**src/rtl/tdss_pkg.sv**
```systemverilog
// Shared types, constants and segment tables for the three-digit display serializer.
// No dependencies.
package tdss_pkg;

  localparam int WORD_BITS = 32;
  localparam int POS_W     = $clog2(WORD_BITS);
  localparam int VALUE_W   = 16;
  localparam int LEVEL_W   = 4;
  localparam int DIGIT_W   = 4;
  localparam int Q10_W     = 13;
  localparam int Q100_W    = 10;
  localparam int Q1000_W   = 7;

  typedef logic [WORD_BITS-1:0] word_t;
  typedef logic [POS_W-1:0]     pos_t;
  typedef logic [VALUE_W-1:0]   value_t;
  typedef logic [LEVEL_W-1:0]   level_t;
  typedef logic [DIGIT_W-1:0]   digit_t;

  localparam pos_t   POS_LAST  = pos_t'(WORD_BITS - 1);
  localparam pos_t   POS_ONE   = pos_t'(1);
  localparam level_t LEVEL_MAX = level_t'(8);

  // x / 10 as (x * 52429) >> 19, exact for x below 2**16
  localparam logic [15:0] DIV10_MUL   = 16'd52429;
  localparam int          DIV10_SHIFT = 19;
  // x / 10 as (x * 205) >> 11, exact for x below 1029
  localparam logic [7:0]  DIV10_MUL_S   = 8'd205;
  localparam int          DIV10_SHIFT_S = 11;

  typedef struct packed {
    logic busy;
    logic word_valid;
  } front_stat_t;

  function automatic word_t hundreds_seg(input digit_t d);
    word_t w;
    case (d)
      4'd0:    w = 32'h7007_0000;
      4'd1:    w = 32'h4001_0000;
      4'd2:    w = 32'h300B_0000;
      4'd3:    w = 32'h600B_0000;
      4'd4:    w = 32'h400D_0000;
      4'd5:    w = 32'h600E_0000;
      4'd6:    w = 32'h700E_0000;
      4'd7:    w = 32'h4003_0000;
      4'd8:    w = 32'h700F_0000;
      4'd9:    w = 32'h600F_0000;
      default: w = '0;
    endcase
    return w;
  endfunction

  function automatic word_t tens_seg(input digit_t d);
    word_t w;
    case (d)
      4'd0:    w = 32'h0000_0770;
      4'd1:    w = 32'h0000_0410;
      4'd2:    w = 32'h0000_03B0;
      4'd3:    w = 32'h0000_06B0;
      4'd4:    w = 32'h0000_04D0;
      4'd5:    w = 32'h0000_06E0;
      4'd6:    w = 32'h0000_07E0;
      4'd7:    w = 32'h0000_0430;
      4'd8:    w = 32'h0000_07F0;
      4'd9:    w = 32'h0000_06F0;
      default: w = '0;
    endcase
    return w;
  endfunction

  function automatic word_t ones_seg(input digit_t d);
    word_t w;
    case (d)
      4'd0:    w = 32'h0000_7007;
      4'd1:    w = 32'h0000_4001;
      4'd2:    w = 32'h0000_300B;
      4'd3:    w = 32'h0000_600B;
      4'd4:    w = 32'h0000_400D;
      4'd5:    w = 32'h0000_600E;
      4'd6:    w = 32'h0000_700E;
      4'd7:    w = 32'h0000_4003;
      4'd8:    w = 32'h0000_700F;
      4'd9:    w = 32'h0000_600F;
      default: w = '0;
    endcase
    return w;
  endfunction

  function automatic word_t bar_seg(input level_t lvl);
    word_t w;
    case (lvl)
      4'd0:    w = 32'h0000_0000;
      4'd1:    w = 32'h0100_0000;
      4'd2:    w = 32'h0300_0000;
      4'd3:    w = 32'h0700_0000;
      4'd4:    w = 32'h0F00_0000;
      4'd5:    w = 32'h0F80_0000;
      4'd6:    w = 32'h0FC0_0000;
      4'd7:    w = 32'h0FE0_0000;
      default: w = 32'h0FF0_0000;
    endcase
    return w;
  endfunction

endpackage

```
**src/rtl/three_digit_segment_display_serializer.sv**
```systemverilog
// Top level of the three-digit display serializer: front pipeline, cell chain, bit counter.
// Depends on tdss_pkg, tdss_word_build and tdss_cell.
//
// Each item (a value and a bar level) becomes one 32-bit display word that leaves as 32
// serial bits, least significant first, one per clock on consecutive cycles, with
// out_latch_pulse high on the last one. The first bit reaches the result ports once the
// item has passed the front pipeline and the word register and is loaded into the chain.
// A 32-cell shift chain moving one bit per clock paces the items; the bits of successive
// items follow without a gap when the next word is ready in time. busy drops as soon as
// a word enters the chain, so the next item can be taken while the current one is still
// shifting. The receiver cannot stall: each bit is shown for exactly one cycle under out_valid.
module three_digit_segment_display_serializer (
  input  logic                   clk,
  input  logic                   rst_n,
  input  logic                   start,
  output logic                   busy,
  input  logic [15:0]            in_display_value,
  input  logic [3:0]             in_bar_level,
  output logic                   out_valid,
  output logic                   out_data_bit,
  output logic [4:0]             out_bit_position,
  output logic                   out_latch_pulse
);

  tdss_pkg::front_stat_t          stat;
  tdss_pkg::word_t                word;
  logic                           accept;
  logic                           load;
  logic                           active_r;
  tdss_pkg::pos_t                 cnt_r;
  logic [tdss_pkg::WORD_BITS-1:0] cell_q;

  assign accept = start & ~stat.busy;
  assign busy   = stat.busy;
  assign load   = stat.word_valid & (~active_r | (cnt_r == tdss_pkg::POS_LAST));

  tdss_word_build u_word_build (
    .clk           (clk),
    .rst_n         (rst_n),
    .accept        (accept),
    .display_value (in_display_value),
    .bar_level     (in_bar_level),
    .take          (load),
    .stat          (stat),
    .word          (word)
  );

  for (genvar i = 0; i < tdss_pkg::WORD_BITS; i++) begin : g_cell
    logic shift_in;
    if (i == tdss_pkg::WORD_BITS - 1) begin : g_end
      assign shift_in = 1'b0;
    end else begin : g_mid
      assign shift_in = cell_q[i+1];
    end
    tdss_cell u_cell (
      .clk      (clk),
      .load     (load),
      .load_bit (word[i]),
      .shift_in (shift_in),
      .bit_q    (cell_q[i])
    );
  end

  always_ff @(posedge clk) begin
    if (!rst_n) begin
      active_r <= 1'b0;
      cnt_r    <= '0;
    end else if (load) begin
      active_r <= 1'b1;
      cnt_r    <= '0;
    end else if (active_r) begin
      if (cnt_r == tdss_pkg::POS_LAST) begin
        active_r <= 1'b0;
      end else begin
        cnt_r <= cnt_r + tdss_pkg::POS_ONE;
      end
    end
  end

  assign out_valid        = active_r;
  assign out_data_bit     = cell_q[0];
  assign out_bit_position = cnt_r;
  assign out_latch_pulse  = active_r & (cnt_r == tdss_pkg::POS_LAST);

  a_bits_advance : assert property (@(posedge clk) disable iff (!rst_n)
    (active_r && cnt_r != tdss_pkg::POS_LAST) |=>
      (active_r && cnt_r == $past(cnt_r) + tdss_pkg::POS_ONE))
    else $error("bit position did not advance within an item");

  a_word_ready : assert property (@(posedge clk) disable iff (!rst_n)
    (start && !busy) |-> ##4 stat.word_valid)
    else $error("display word not ready four cycles after accept");

  a_idle_after_last : assert property (@(posedge clk) disable iff (!rst_n)
    (active_r && cnt_r == tdss_pkg::POS_LAST && !stat.word_valid) |=> !active_r)
    else $error("chain still active after last bit with no word waiting");

  a_next_starts_at_zero : assert property (@(posedge clk) disable iff (!rst_n)
    load |=> (active_r && cnt_r == '0))
    else $error("new word did not start at bit position zero");

endmodule

```
**src/rtl/tdss_word_build.sv**
```systemverilog
// Front pipeline: splits off the three low decimal digits of the value and builds the display word.
// Depends on tdss_pkg; holds the finished word until the cell chain takes it.
module tdss_word_build (
  input  logic                  clk,
  input  logic                  rst_n,
  input  logic                  accept,
  input  tdss_pkg::value_t      display_value,
  input  tdss_pkg::level_t      bar_level,
  input  logic                  take,
  output tdss_pkg::front_stat_t stat,
  output tdss_pkg::word_t       word
);

  logic v1_r, v2_r, v3_r, wv_r;

  tdss_pkg::value_t                   val1_r;
  logic [tdss_pkg::Q10_W-1:0]         q10_1_r, q10_2_r;
  tdss_pkg::level_t                   lvl1_r, lvl2_r, lvl3_r;
  tdss_pkg::digit_t                   d0_2_r, d0_3_r, d1_3_r;
  logic [tdss_pkg::Q100_W-1:0]        q100_2_r, q100_3_r;
  logic [tdss_pkg::Q1000_W-1:0]       q1000_3_r;
  tdss_pkg::word_t                    word_r;

  logic [31:0]                        prod1;
  logic [28:0]                        prod2;
  logic [17:0]                        prod3;
  tdss_pkg::level_t                   lvl_sat;
  tdss_pkg::value_t                   d0_full;
  logic [tdss_pkg::Q10_W-1:0]         d1_full;
  logic [tdss_pkg::Q100_W-1:0]        d2_full;
  tdss_pkg::digit_t                   d0_nxt, d1_nxt, d2_nxt;
  tdss_pkg::word_t                    word_nxt;

  always_comb begin
    lvl_sat  = (bar_level > tdss_pkg::LEVEL_MAX) ? tdss_pkg::LEVEL_MAX : bar_level;
    prod1    = 32'(display_value) * 32'(tdss_pkg::DIV10_MUL);
    d0_full  = val1_r - (tdss_pkg::value_t'(q10_1_r) * tdss_pkg::value_t'(10));
    d0_nxt   = d0_full[tdss_pkg::DIGIT_W-1:0];
    prod2    = 29'(q10_1_r) * 29'(tdss_pkg::DIV10_MUL);
    d1_full  = q10_2_r - (tdss_pkg::Q10_W'(q100_2_r) * tdss_pkg::Q10_W'(10));
    d1_nxt   = d1_full[tdss_pkg::DIGIT_W-1:0];
    prod3    = 18'(q100_2_r) * 18'(tdss_pkg::DIV10_MUL_S);
    d2_full  = q100_3_r - (tdss_pkg::Q100_W'(q1000_3_r) * tdss_pkg::Q100_W'(10));
    d2_nxt   = d2_full[tdss_pkg::DIGIT_W-1:0];
    word_nxt = tdss_pkg::hundreds_seg(d2_nxt) | tdss_pkg::tens_seg(d1_3_r)
             | tdss_pkg::ones_seg(d0_3_r) | tdss_pkg::bar_seg(lvl3_r);
  end

  always_ff @(posedge clk) begin
    if (!rst_n) begin
      v1_r <= 1'b0;
      v2_r <= 1'b0;
      v3_r <= 1'b0;
      wv_r <= 1'b0;
    end else begin
      v1_r <= accept;
      v2_r <= v1_r;
      v3_r <= v2_r;
      if (v3_r) begin
        wv_r <= 1'b1;
      end else if (take) begin
        wv_r <= 1'b0;
      end
    end
  end

  always_ff @(posedge clk) begin
    val1_r    <= display_value;
    q10_1_r   <= prod1[31:tdss_pkg::DIV10_SHIFT];
    lvl1_r    <= lvl_sat;
    d0_2_r    <= d0_nxt;
    q10_2_r   <= q10_1_r;
    q100_2_r  <= prod2[28:tdss_pkg::DIV10_SHIFT];
    lvl2_r    <= lvl1_r;
    d0_3_r    <= d0_2_r;
    d1_3_r    <= d1_nxt;
    q100_3_r  <= q100_2_r;
    q1000_3_r <= prod3[17:tdss_pkg::DIV10_SHIFT_S];
    lvl3_r    <= lvl2_r;
    if (v3_r) begin
      word_r <= word_nxt;
    end
  end

  assign stat.busy       = v1_r | v2_r | v3_r | wv_r;
  assign stat.word_valid = wv_r;
  assign word            = word_r;

endmodule

```
**src/rtl/tdss_cell.sv**
```systemverilog
// One bit cell of the output chain: loads a word bit or takes its neighbor's bit each cycle.
// No dependencies.
module tdss_cell (
  input  logic clk,
  input  logic load,
  input  logic load_bit,
  input  logic shift_in,
  output logic bit_q
);

  logic bit_r;
  logic bit_nxt;

  assign bit_nxt = load ? load_bit : shift_in;

  always_ff @(posedge clk) begin
    bit_r <= bit_nxt;
  end

  assign bit_q = bit_r;

endmodule

```
**config.mk**
```make
export PLATFORM = sky130hd
export DESIGN_NAME = three_digit_segment_display_serializer
export DESIGN_NICKNAME = d
export VERILOG_FILES = /design/src/rtl/tdss_pkg.sv /design/src/rtl/three_digit_segment_display_serializer.sv /design/src/rtl/tdss_word_build.sv /design/src/rtl/tdss_cell.sv
export SDC_FILE = /design/constraint.sdc
export NUM_CORES = 1
export LEC_CHECK = 0
export ABC_CLOCK_PERIOD_IN_PS = 5690
export BUFFER_PORTS_ARGS = -buffer_cell sky130_fd_sc_hd__buf_4
export CORE_MARGIN = 3
export CORE_UTILIZATION = 55
export DETAILED_ROUTE_END_ITERATION = 8
export GPL_TIMING_DRIVEN = 0
export PLACE_DENSITY = 0.72
export SLEW_MARGIN = 0
export SYNTH_ARGS = -nofsm -noshare
export SYNTH_HDL_FRONTEND = slang
export SYNTH_SLANG_ARGS = --single-unit
```
**constraint.sdc**
```tcl
create_clock -name clk -period 5.69 [get_ports clk]
set_clock_uncertainty 0.2 [all_clocks]
set_input_delay 0.2845 -clock clk [delete_from_list [all_inputs] [get_ports clk]]
set_output_delay 0.2845 -clock clk [all_outputs]
set_load 0.02 [all_outputs]
```
-- Word level (Yosys, flattened, before mapping)
Memory sizes are Yosys's and may differ from the RTL's. A register that Yosys moved wholly into a read port is not among the register bits.
Cells that the tools add are included.
- multiply operators: 6
- shifts and indexed selects: 0
- bitwise gates (word level): 14
- divide/modulo/power cells: 0
- multiplexer cells: 37
- eq/ne operators: 1
- $add $sub $neg: 4
- $lt $le $gt $ge: 1
- reduce and logical (&&, ||, !) cells: 3
- operator list (operator ; number):
    $or A32 B32 Y32 ; 3
    $mux W1 ; 36
    $mul A16 B16 Y32 const B ; 1
    $mux W32 ; 1
    $mul A13 B16 Y29 const B ; 1
    $mul A10 B8 Y18 const B ; 1
    $mul A13 B3 Y3 const B ; 1
    $sub A4 B4 Y4 ; 3
    $mul A10 B3 Y3 const B ; 1
    $mul A7 B3 Y3 const B ; 1
    $add A5 B1 Y5 const B ; 1
    $eq A5 B5 Y1 const B ; 1
    $gt A4 B4 Y1 const B ; 1
    $not A1 Y1 ; 4
    $or A1 B1 Y1 ; 4
    $and A1 B1 Y1 ; 3
    $reduce_and A2 Y1 ; 1
    $reduce_bool A2 Y1 ; 1
    $reduce_or A2 Y1 ; 1
- memories: 4
- bits in latches: 0
- bits in writable memories: 0
- logic and storage cells: 119
- register bits: 132
- output and inout port bits: 9
- input port bits: 23
- bits in read-only memories: 392
- memory list (name ; words ; width ; read ports ; clocked after Yosys merged registers in ; wr ports ; line ; source):
    (name not given) ; 16 ; 7 ; 1 ; 0 ; 0 ; tdss_pkg.sv:38 ; case (d)
    (name not given) ; 16 ; 7 ; 1 ; 1 ; 0 ; tdss_pkg.sv:56 ; case (d)
    (name not given) ; 16 ; 7 ; 1 ; 1 ; 0 ; tdss_pkg.sv:74 ; case (d)
    (name not given) ; 8 ; 7 ; 1 ; 1 ; 0 ; tdss_pkg.sv:92 ; case (lvl)

-- Logic depth before layout (Yosys ltp)
Gate-level depths: netlist of run 1.
An unclocked memory read counts as a cell.
- depth after elaboration: 6
- depth in mapped cells: 21
- mapped depth without buffers: 21

-- Modules after synthesis
A second synthesis of run 1 with hierarchy kept.
- cells, all modules: 1295
- area, all modules: 13584.3 µm²
- by module, submodules not included (module ; area each (µm²) ; times used ; sequential area each (µm²) ; cells an instance):
    tdss_word_build ; 12139.1 ; 1 ; 2392.3 ; 1197
    tdss_cell ; 35.0 ; 32 ; 20.0 ; 2
    three_digit_segment_display_serializer ; 324.1 ; 1 ; 120.1 ; 34

-- Worst setup path after synthesis of run 1
OpenSTA, ideal clock, no wires.
- kind: input port to flip-flop
- start point: in in_display_value[4]
- end point: reg u_word_build.q10_1_r[7] (netlist name)
- stages on the path: 20
- required time: 5.370 ns
- path buffers: 0
- path slack: 0.395 ns
- data arrival time: 4.975 ns
- setup time: 0.120 ns
- path through: ha_1 xor2_1 ha_1 fa_1 inv_1 fa_1 inv_1 fa_1 inv_1 fa_1 inv_1 ha_1 nand4_1 nor3_1 nand2_1 nor3_1 nor2_1 o21ai_0 a21oi_1 xnor2_1
- word-level cells in the longest chain between the ends: 1
- RTL lines (what ; line ; source):
    start, declared ; three_digit_segment_display_serializer.sv:17 ; input logic [15:0] in_display_value,
    $mul A16 B16 Y32 ; tdss_word_build.sv:36 ; prod1 = 32'(display_value) * 32'(tdss_pkg::DIV10_MUL);
    via u_word_build.prod1[26] ; tdss_word_build.sv:24 ; logic [31:0] prod1;
    end signal, assigned ; tdss_word_build.sv:69 ; q10_1_r <= prod1[31:tdss_pkg::DIV10_SHIFT];
    end, declared ; tdss_word_build.sv:17 ; logic [tdss_pkg::Q10_W-1:0] q10_1_r, q10_2_r;
The timed path passes the listed nets, and every way through them passes these cells.
A chain may end at the register's enable or synchronous reset.

-- Final worst setup path of run 1
- start point: in in_display_value[7]
- end point: reg u_word_build.q10_1_r[10] (netlist name)
The elaborated chain is that of the path after synthesis.

==> impl_metrics.py, run 1 <==
metrics = {
    "critical_path": {
        "r2r_setup_slack_ns": 0.41,
        "crit_type": "input port to flip-flop",
        "crit_chain": "buf_4 -> ha_1 -> inv_1 -> fa_1 -> inv_1 -> fa_1 -> fa_1 -> fa_1 -> inv_1 -> fa_1 -> inv_1 -> ha_1 -> nand4_1 -> nor3_1 -> a211oi_2 -> o21ai_2 -> or2_1 -> a211o_1 -> a31oi_2 -> xnor2_1",
        "cp.arrival_ns": 5.66,
        "reg2reg_depth": 16,
        "rr_startpoint": "u_word_build.q10_1_r[2]$_DFF_P_",
        "crit_path_start": "in_display_value[7]",
        "required_ns": 5.84,
        "cp_top_family": "adder cells",
        "crit_buf_inv": 5,
        "cp-end-kind": "flip-flop",
        "path_common_cell": "fa_1",
        "max_stage_delay_ns": 0.57,
        "cp_slowest_cell": "fa_1",
        "path_max_fanout": 5,
        "r2r_end": "u_word_build.q100_2_r[8]$_DFF_P_",
        "start_kind": "input port",
    },
    "finish": {
        "multi_input_area_mm2": 0.00852,
        "fin_area_mm2": 0.0143,
        "fin_nets": 1728,
        "drive_above_1_share_pct": 8.74,
        "diodes": 0,
        "seqCellArea_mm2": 0.00313,
        "syn_to_final_growth_pct": 10.5,
        "fin_cells": 1617,
        "num-fill-cells": 1874,
    },
    "placement": {
        "hpwl_mm": 18.9,
        "gp_congestion": 0.933,
        "post-place-cells": 1574,
        "dpl_cell_area_mm2": 0.0136,
        "pre_cts_ws_ns": -0.502,
        "io_buffers": 31,
    },
    "yosys": {
        "synth_top_cell_by_area": "ha_1",
        "yosysWarnings": 0,
        "synth_edf_count": 29,
        "synth_area_leaders": "ha_1 26%, fa_1 23%, dfxtp_1 17%, inv_1 9.9%, edfxtp_1 6.7%",
        "synth_cell_types": 55,
        "synth_seq_cells": 142,
        "synth.top_cell.area_share_pct": 25.8,
        "synth_fp_nets": 1667,
        "synth_area_mm2": 0.0129,
        "synthCells": 1230,
        "yosysSeqAreaShare_pct": 24.2,
        "postSynth.asyncResetShare_pct": 0,
        "synth_ff_type": "dfxtp_1",
        "avgSynthCellArea_um2": 10.5,
    },
    "drt": {
        "totalWireLength_mm": 22.6,
        "wl_per_cell_um": 14.0,
        "via_count": 8117,
        "drt_first_pass_iters": 5,
        "drc_errors": 0,
        "ant_nets": 0,
        "drt_iter0_drc": 362,
        "viasPerCell": 5.02,
    },
    "grt": {
        "grt_first_pass_wirelength_mm": 39.9,
        "grt_usage_pct": 19.1,
        "overflow": 0,
        "grt_max_degree": 32,
        "grt_pass1_vias": 8648,
        "antenna_found_initial": 0,
    },
    "hold_path": {
        "hold_depth": 0,
        "min_from": "u_word_build.lvl1_r[2]$_SDFF_PN0_",
        "hold_path_end": "u_word_build.lvl2_r[2]$_DFF_P_",
        "hold_path.class": "flip-flop to flip-flop",
    },
    "floorplan": {
        "die_h_um": 159,
        "die-area_mm2": 0.0254,
        "placementRows": 55,
        "die_w_um": 159,
        "initial_core_util_pct": 56.5,
        "io_pins": 32,
        "core_area_mm2": 0.0229,
    },
    "timing": {
        "final.setup.worst_slack_ns": 0.184,
        "setup_viol": 0,
        "hold_viol": 0,
        "tightest_slew_ns": 0.720,
        "final_max_slew_viol_count": 0,
        "min_period_over_period_pct": 96.8,
        "post-route-min-period_ns": 5.51,
        "max_freq_ghz": 0.182,
        "timing.slew.headroom_pct": 52.0,
    },
    "cts": {
        "clk-insertion-delay-late_ns": 0.42,
        "htree_num_levels": 4,
        "cts_setup_buffers": 0,
        "cts.sinks": 142,
        "cts_tree": "built",
        "cts.path.max_buffers": 2,
        "cts_made_buffers": 17,
        "path_clk_slew_ns": 0.07,
        "clock_tree.root_cell": "clkbuf_16",
    },
    "job": {
        "maxCapViolations": 0,
    },
    "outcome": {
        "run_status": "finished clean",
    },
}
-- worst max path at each step --
stage / to / depth (start not counted)
after floorplan: u_word_build.q10_1_r[7]$_DFF_P_ / 20
after global placement: u_word_build.q10_1_r[11]$_DFF_P_ / 21
after detailed placement: u_word_build.q10_1_r[11]$_DFF_P_ / 21
after CTS: u_word_build.q10_1_r[10]$_DFF_P_ / 21
after global routing: u_word_build.q10_1_r[11]$_DFF_P_ / 21
final: u_word_build.q10_1_r[10]$_DFF_P_ / 20
-- what timing repair did --
item                                    4_1_cts  5_1_grt
endpoints found under the hold margin        13        0
pin swaps                                     0        2
endpoints found under the setup margin        2        6
resized for setup                             1        7
hold buffers                                 11        0
-- through the flow --
step                setup TNS, ns  hold WS (ns)  util, %
finish                          0         0.128     62.4
global placement            -2.49         0.110     59.2
floorplan                       0         0.110        -
detailed placement          -2.62         0.115     59.2
global route             -0.00781         0.135     62.4
CTS                             0         0.130     62.4
-- metal layers --
metal / part of all wire [%] / GRT usage (%) / up-vias / routed length, µm
met1: 45 / 25.1 / 3900 / 10200
met5: 0 / 0 / - / 0
li1: - / - / 4045 / -
met4: 1.6 / 5.33 / 0 / 351
met3: 3.7 / 3.17 / 34 / 846
met2: 50 / 32.8 / 138 / 11200
-- area by class of cell --
type,instances,share of cell area [%]
sequential,142,21.9
inverter,343,9.00
clock buffer,18,3.07
multi-input combinational,737,59.5
tap,313,2.74
timing repair buffer,42,2.40
clock inverter,14,1.15
buffer,8,0.219
-- synthesized netlist by cell type, types with 7 or more instances --
cell,instances
a21o_1,16
a21oi_1,31
and2_1,7
dfxtp_1,113
edfxtp_1,29
fa_1,147
ha_1,267
inv_1,343
mux2_2,27
nand2_1,25
nand2b_1,7
nand3_1,9
nor2_1,22
nor2b_1,10
nor3_1,9
o21a_1,8
o21ai_0,29
o22ai_1,10
or2_2,10
xnor2_1,32
xor2_1,20
-- kinds of logic after synthesis --
| kind of cell | synth area share [%] |
|---|---|
| compound gates | 6.49 |
| xor+xnor | 3.52 |
| fa+ha+maj | 48.5 |
| buf+inv | 10.2 |
| flops | 24.2 |
| mux | 2.59 |
| simple gates | 4.48 |
-- cells in the final DEF, fill, tap and decap left out, types with 8 or more instances in the layout --
cell	count
nand2_1	25
or2_2	10
dfxtp_1	112
nor2b_1	10
a21o_1	16
inv_1	343
o22ai_1	10
nand3_1	9
mux2_2	27
a21oi_1	31
ha_1	266
edfxtp_1	29
nor2_1	22
o21ai_0	27
fa_1	147
dlygate4sd3_1	11
xnor2_1	32
o21a_1	8
buf_4	31
clkbuf_16	17
xor2_1	20
-- registers in the layout (all words and copies together), names as in the netlist, 5 cells and up, named ones only --
name and cells:
u_word_build.word 29, out_bit_position 5, u_word_build.q10_1_r 13, u_word_build.word_nxt 14
g_cell.u_cell.bit_q 31, u_word_build.q100_2_r 10
Power of run 1 is left out: the tool's default activity adds up to more than one toggle a clock period on the data nets, which glitch-free logic cannot reach.
==> run 2: changes to the inputs <==
--- a/config.mk
+++ b/config.mk
@@ -11,7 +11,9 @@
 export CORE_UTILIZATION = 55
 export DETAILED_ROUTE_END_ITERATION = 8
 export GPL_TIMING_DRIVEN = 0
+export MAX_ROUTING_LAYER = met4
 export PLACE_DENSITY = 0.72
+export REMOVE_ABC_BUFFERS = 1
 export SLEW_MARGIN = 0
 export SYNTH_ARGS = -nofsm -noshare
 export SYNTH_HDL_FRONTEND = slang
==> run 2 against run 1 <==
Net effect: final area barely moved; critical path depth did not move; non-clock buffer count fell by 8; sequential share of layout area barely moved; critical endpoint unchanged; via count fell by 1.5%.
==> impl_metrics.py, run 2 (same netlist as run 1, synthesis figures left out) <==
metrics = {
    "outcome": {
        "run_status": "finished clean",
    },
    "grt": {
        "grt_first_pass_wirelength_mm": 38.9,
        "grt_usage_pct": 19.3,
        "overflow": 0,
        "grt_pass1_vias": 8357,
        "grt_max_degree": 33,
        "antenna_found_initial": 0,
    },
    "critical_path": {
        "crit_type": "input port to flip-flop",
        "r2r_end": "u_word_build.q100_2_r[8]$_DFF_P_",
        "cp.arrival_ns": 5.63,
        "start_kind": "input port",
        "reg2reg_depth": 16,
        "cp-end-kind": "flip-flop",
        "r2r_setup_slack_ns": 0.37,
        "path_max_fanout": 5,
        "required_ns": 5.84,
        "rr_startpoint": "u_word_build.q10_1_r[2]$_DFF_P_",
    },
    "job": {
        "maxCapViolations": 0,
    },
    "drt": {
        "drt_iter0_drc": 283,
        "totalWireLength_mm": 22.3,
        "drt_first_pass_iters": 5,
        "viasPerCell": 4.97,
        "top_layer": "met4",
        "drc_errors": 0,
        "wl_met1_mm": 10.4,
        "wl_per_cell_um": 13.9,
        "ant_nets": 0,
        "wl_met2_mm": 10.9,
        "via_count": 7993,
        "met3_length_um": 754,
    },
    "timing": {
        "hold_viol": 0,
        "tightest_slew_ns": 0.721,
        "final_max_slew_viol_count": 0,
        "timing.slew.headroom_pct": 52.0,
        "setup_tns_ns": 0,
        "min_period_over_period_pct": 96.4,
        "fin_hold_ws_ns": 0.126,
        "post-route-min-period_ns": 5.49,
        "max_freq_ghz": 0.182,
        "setup_viol": 0,
    },
    "cts": {
        "htree_num_levels": 4,
        "cts_made_buffers": 17,
        "clock_tree.root_cell": "clkbuf_16",
        "path_clk_slew_ns": 0.07,
        "clk-insertion-delay-late_ns": 0.42,
        "cts_tree": "built",
        "cts_setup_buffers": 0,
        "cts.sinks": 142,
        "cts.path.max_buffers": 2,
    },
    "floorplan": {
        "die_w_um": 159,
        "io_pins": 32,
        "placementRows": 55,
        "core_area_mm2": 0.0229,
        "die_h_um": 159,
        "initial_core_util_pct": 56.5,
        "die-area_mm2": 0.0254,
    },
    "finish": {
        "final_cell_mix": "342 x inv_1, 265 x ha_1, 147 x fa_1, 112 x dfxtp_1, 32 x xnor2_1",
        "largest_reg_flops": 31,
        "fin_cells": 1609,
        "diodes": 0,
        "layout_commonest_cell": "inv_1",
        "fin_nets": 1720,
        "syn_to_final_growth_pct": 10.6,
        "drive_above_1_share_pct": 9.10,
    },
    "placement": {
        "io_buffers": 31,
        "hpwl_mm": 18.8,
        "post-place-cells": 1566,
        "gp_congestion": 0.917,
    },
    "hold_path": {
        "hold_depth": 0,
        "hold_path.class": "flip-flop to flip-flop",
        "min_from": "u_word_build.lvl1_r[3]$_SDFF_PN1_",
        "hold_path_end": "u_word_build.lvl2_r[3]$_DFF_P_",
    },
}
## run 2: cell count changes in the layout (fill, tap and decap cells not counted), moves of 2 or more
cell and change:
ha_4 +2, inv_6 -3, buf_1 -2, inv_8 +2, clkbuf_1 -5
## run 2: layout make-up
class,instances,area [µm²]
Clock inverter,14,165
Sequential cell,142,3130
Multi-Input combinational cell,737,8550
Inverter,343,1290
Tap cell,313,392
Fill cell,1846,8590
Clock buffer,18,450
Timing Repair Buffer,42,343
## run 2: repair_timing
action / 4_1_cts / 5_1_grt
pin swaps: 0 / 4
gates cloned: 0 / 0
hold buffers: 11 / 0
endpoints found under the hold margin: 13 / 0
gates resized for setup: 3 / 10
setup endpoints to repair: 3 / 9
## run 2: per-layer routing
layer	up-vias	global-route usage [%]
met1	3846	25.1
met5	-	-
met2	113	31.9
li1	4009	-
met3	25	3.07
met4	0	4.78
## run 2: worst max path at each step
stage                                    from  slack (ns)  cells after the start                          endpoint
after floorplan           in_display_value[4]        0.39                     20   u_word_build.q10_1_r[7]$_DFF_P_
after global placement    in_display_value[4]       -0.49                     21  u_word_build.q10_1_r[11]$_DFF_P_
after detailed placement  in_display_value[4]       -0.50                     21  u_word_build.q10_1_r[11]$_DFF_P_
after CTS                 in_display_value[4]        0.01                     21  u_word_build.q10_1_r[11]$_DFF_P_
after global routing      in_display_value[7]      -0.007                     20  u_word_build.q10_1_r[10]$_DFF_P_
final                     in_display_value[7]        0.20                     20  u_word_build.q10_1_r[10]$_DFF_P_
## run 2: metrics by stage
stage                     util (%)  area, µm²  worst slack [ns]
after floorplan                  -      12900             0.395
after global placement        59.1      13500            -0.486
after detailed placement      59.1      13500            -0.499
after CTS                     62.3      14300            0.0146
after global routing          62.5      14300          -0.00726
final                         62.5      14300             0.204
## run 2: worst max-delay path, cell delays in order
cell and delay [ns]:
buf_4 0.15, ha_1 0.34, inv_2 0.07, fa_1 0.54
inv_1 0.06, fa_1 0.58, fa_1 0.46, fa_1 0.55
inv_1 0.06, fa_1 0.53, inv_1 0.05, ha_1 0.34
nand4_1 0.22, nor3_2 0.10, a211oi_2 0.28, o21ai_2 0.12
or2_4 0.28, a211o_1 0.29, a31oi_2 0.18, xnor2_1 0.14
Power of run 2 is left out for the same reason.
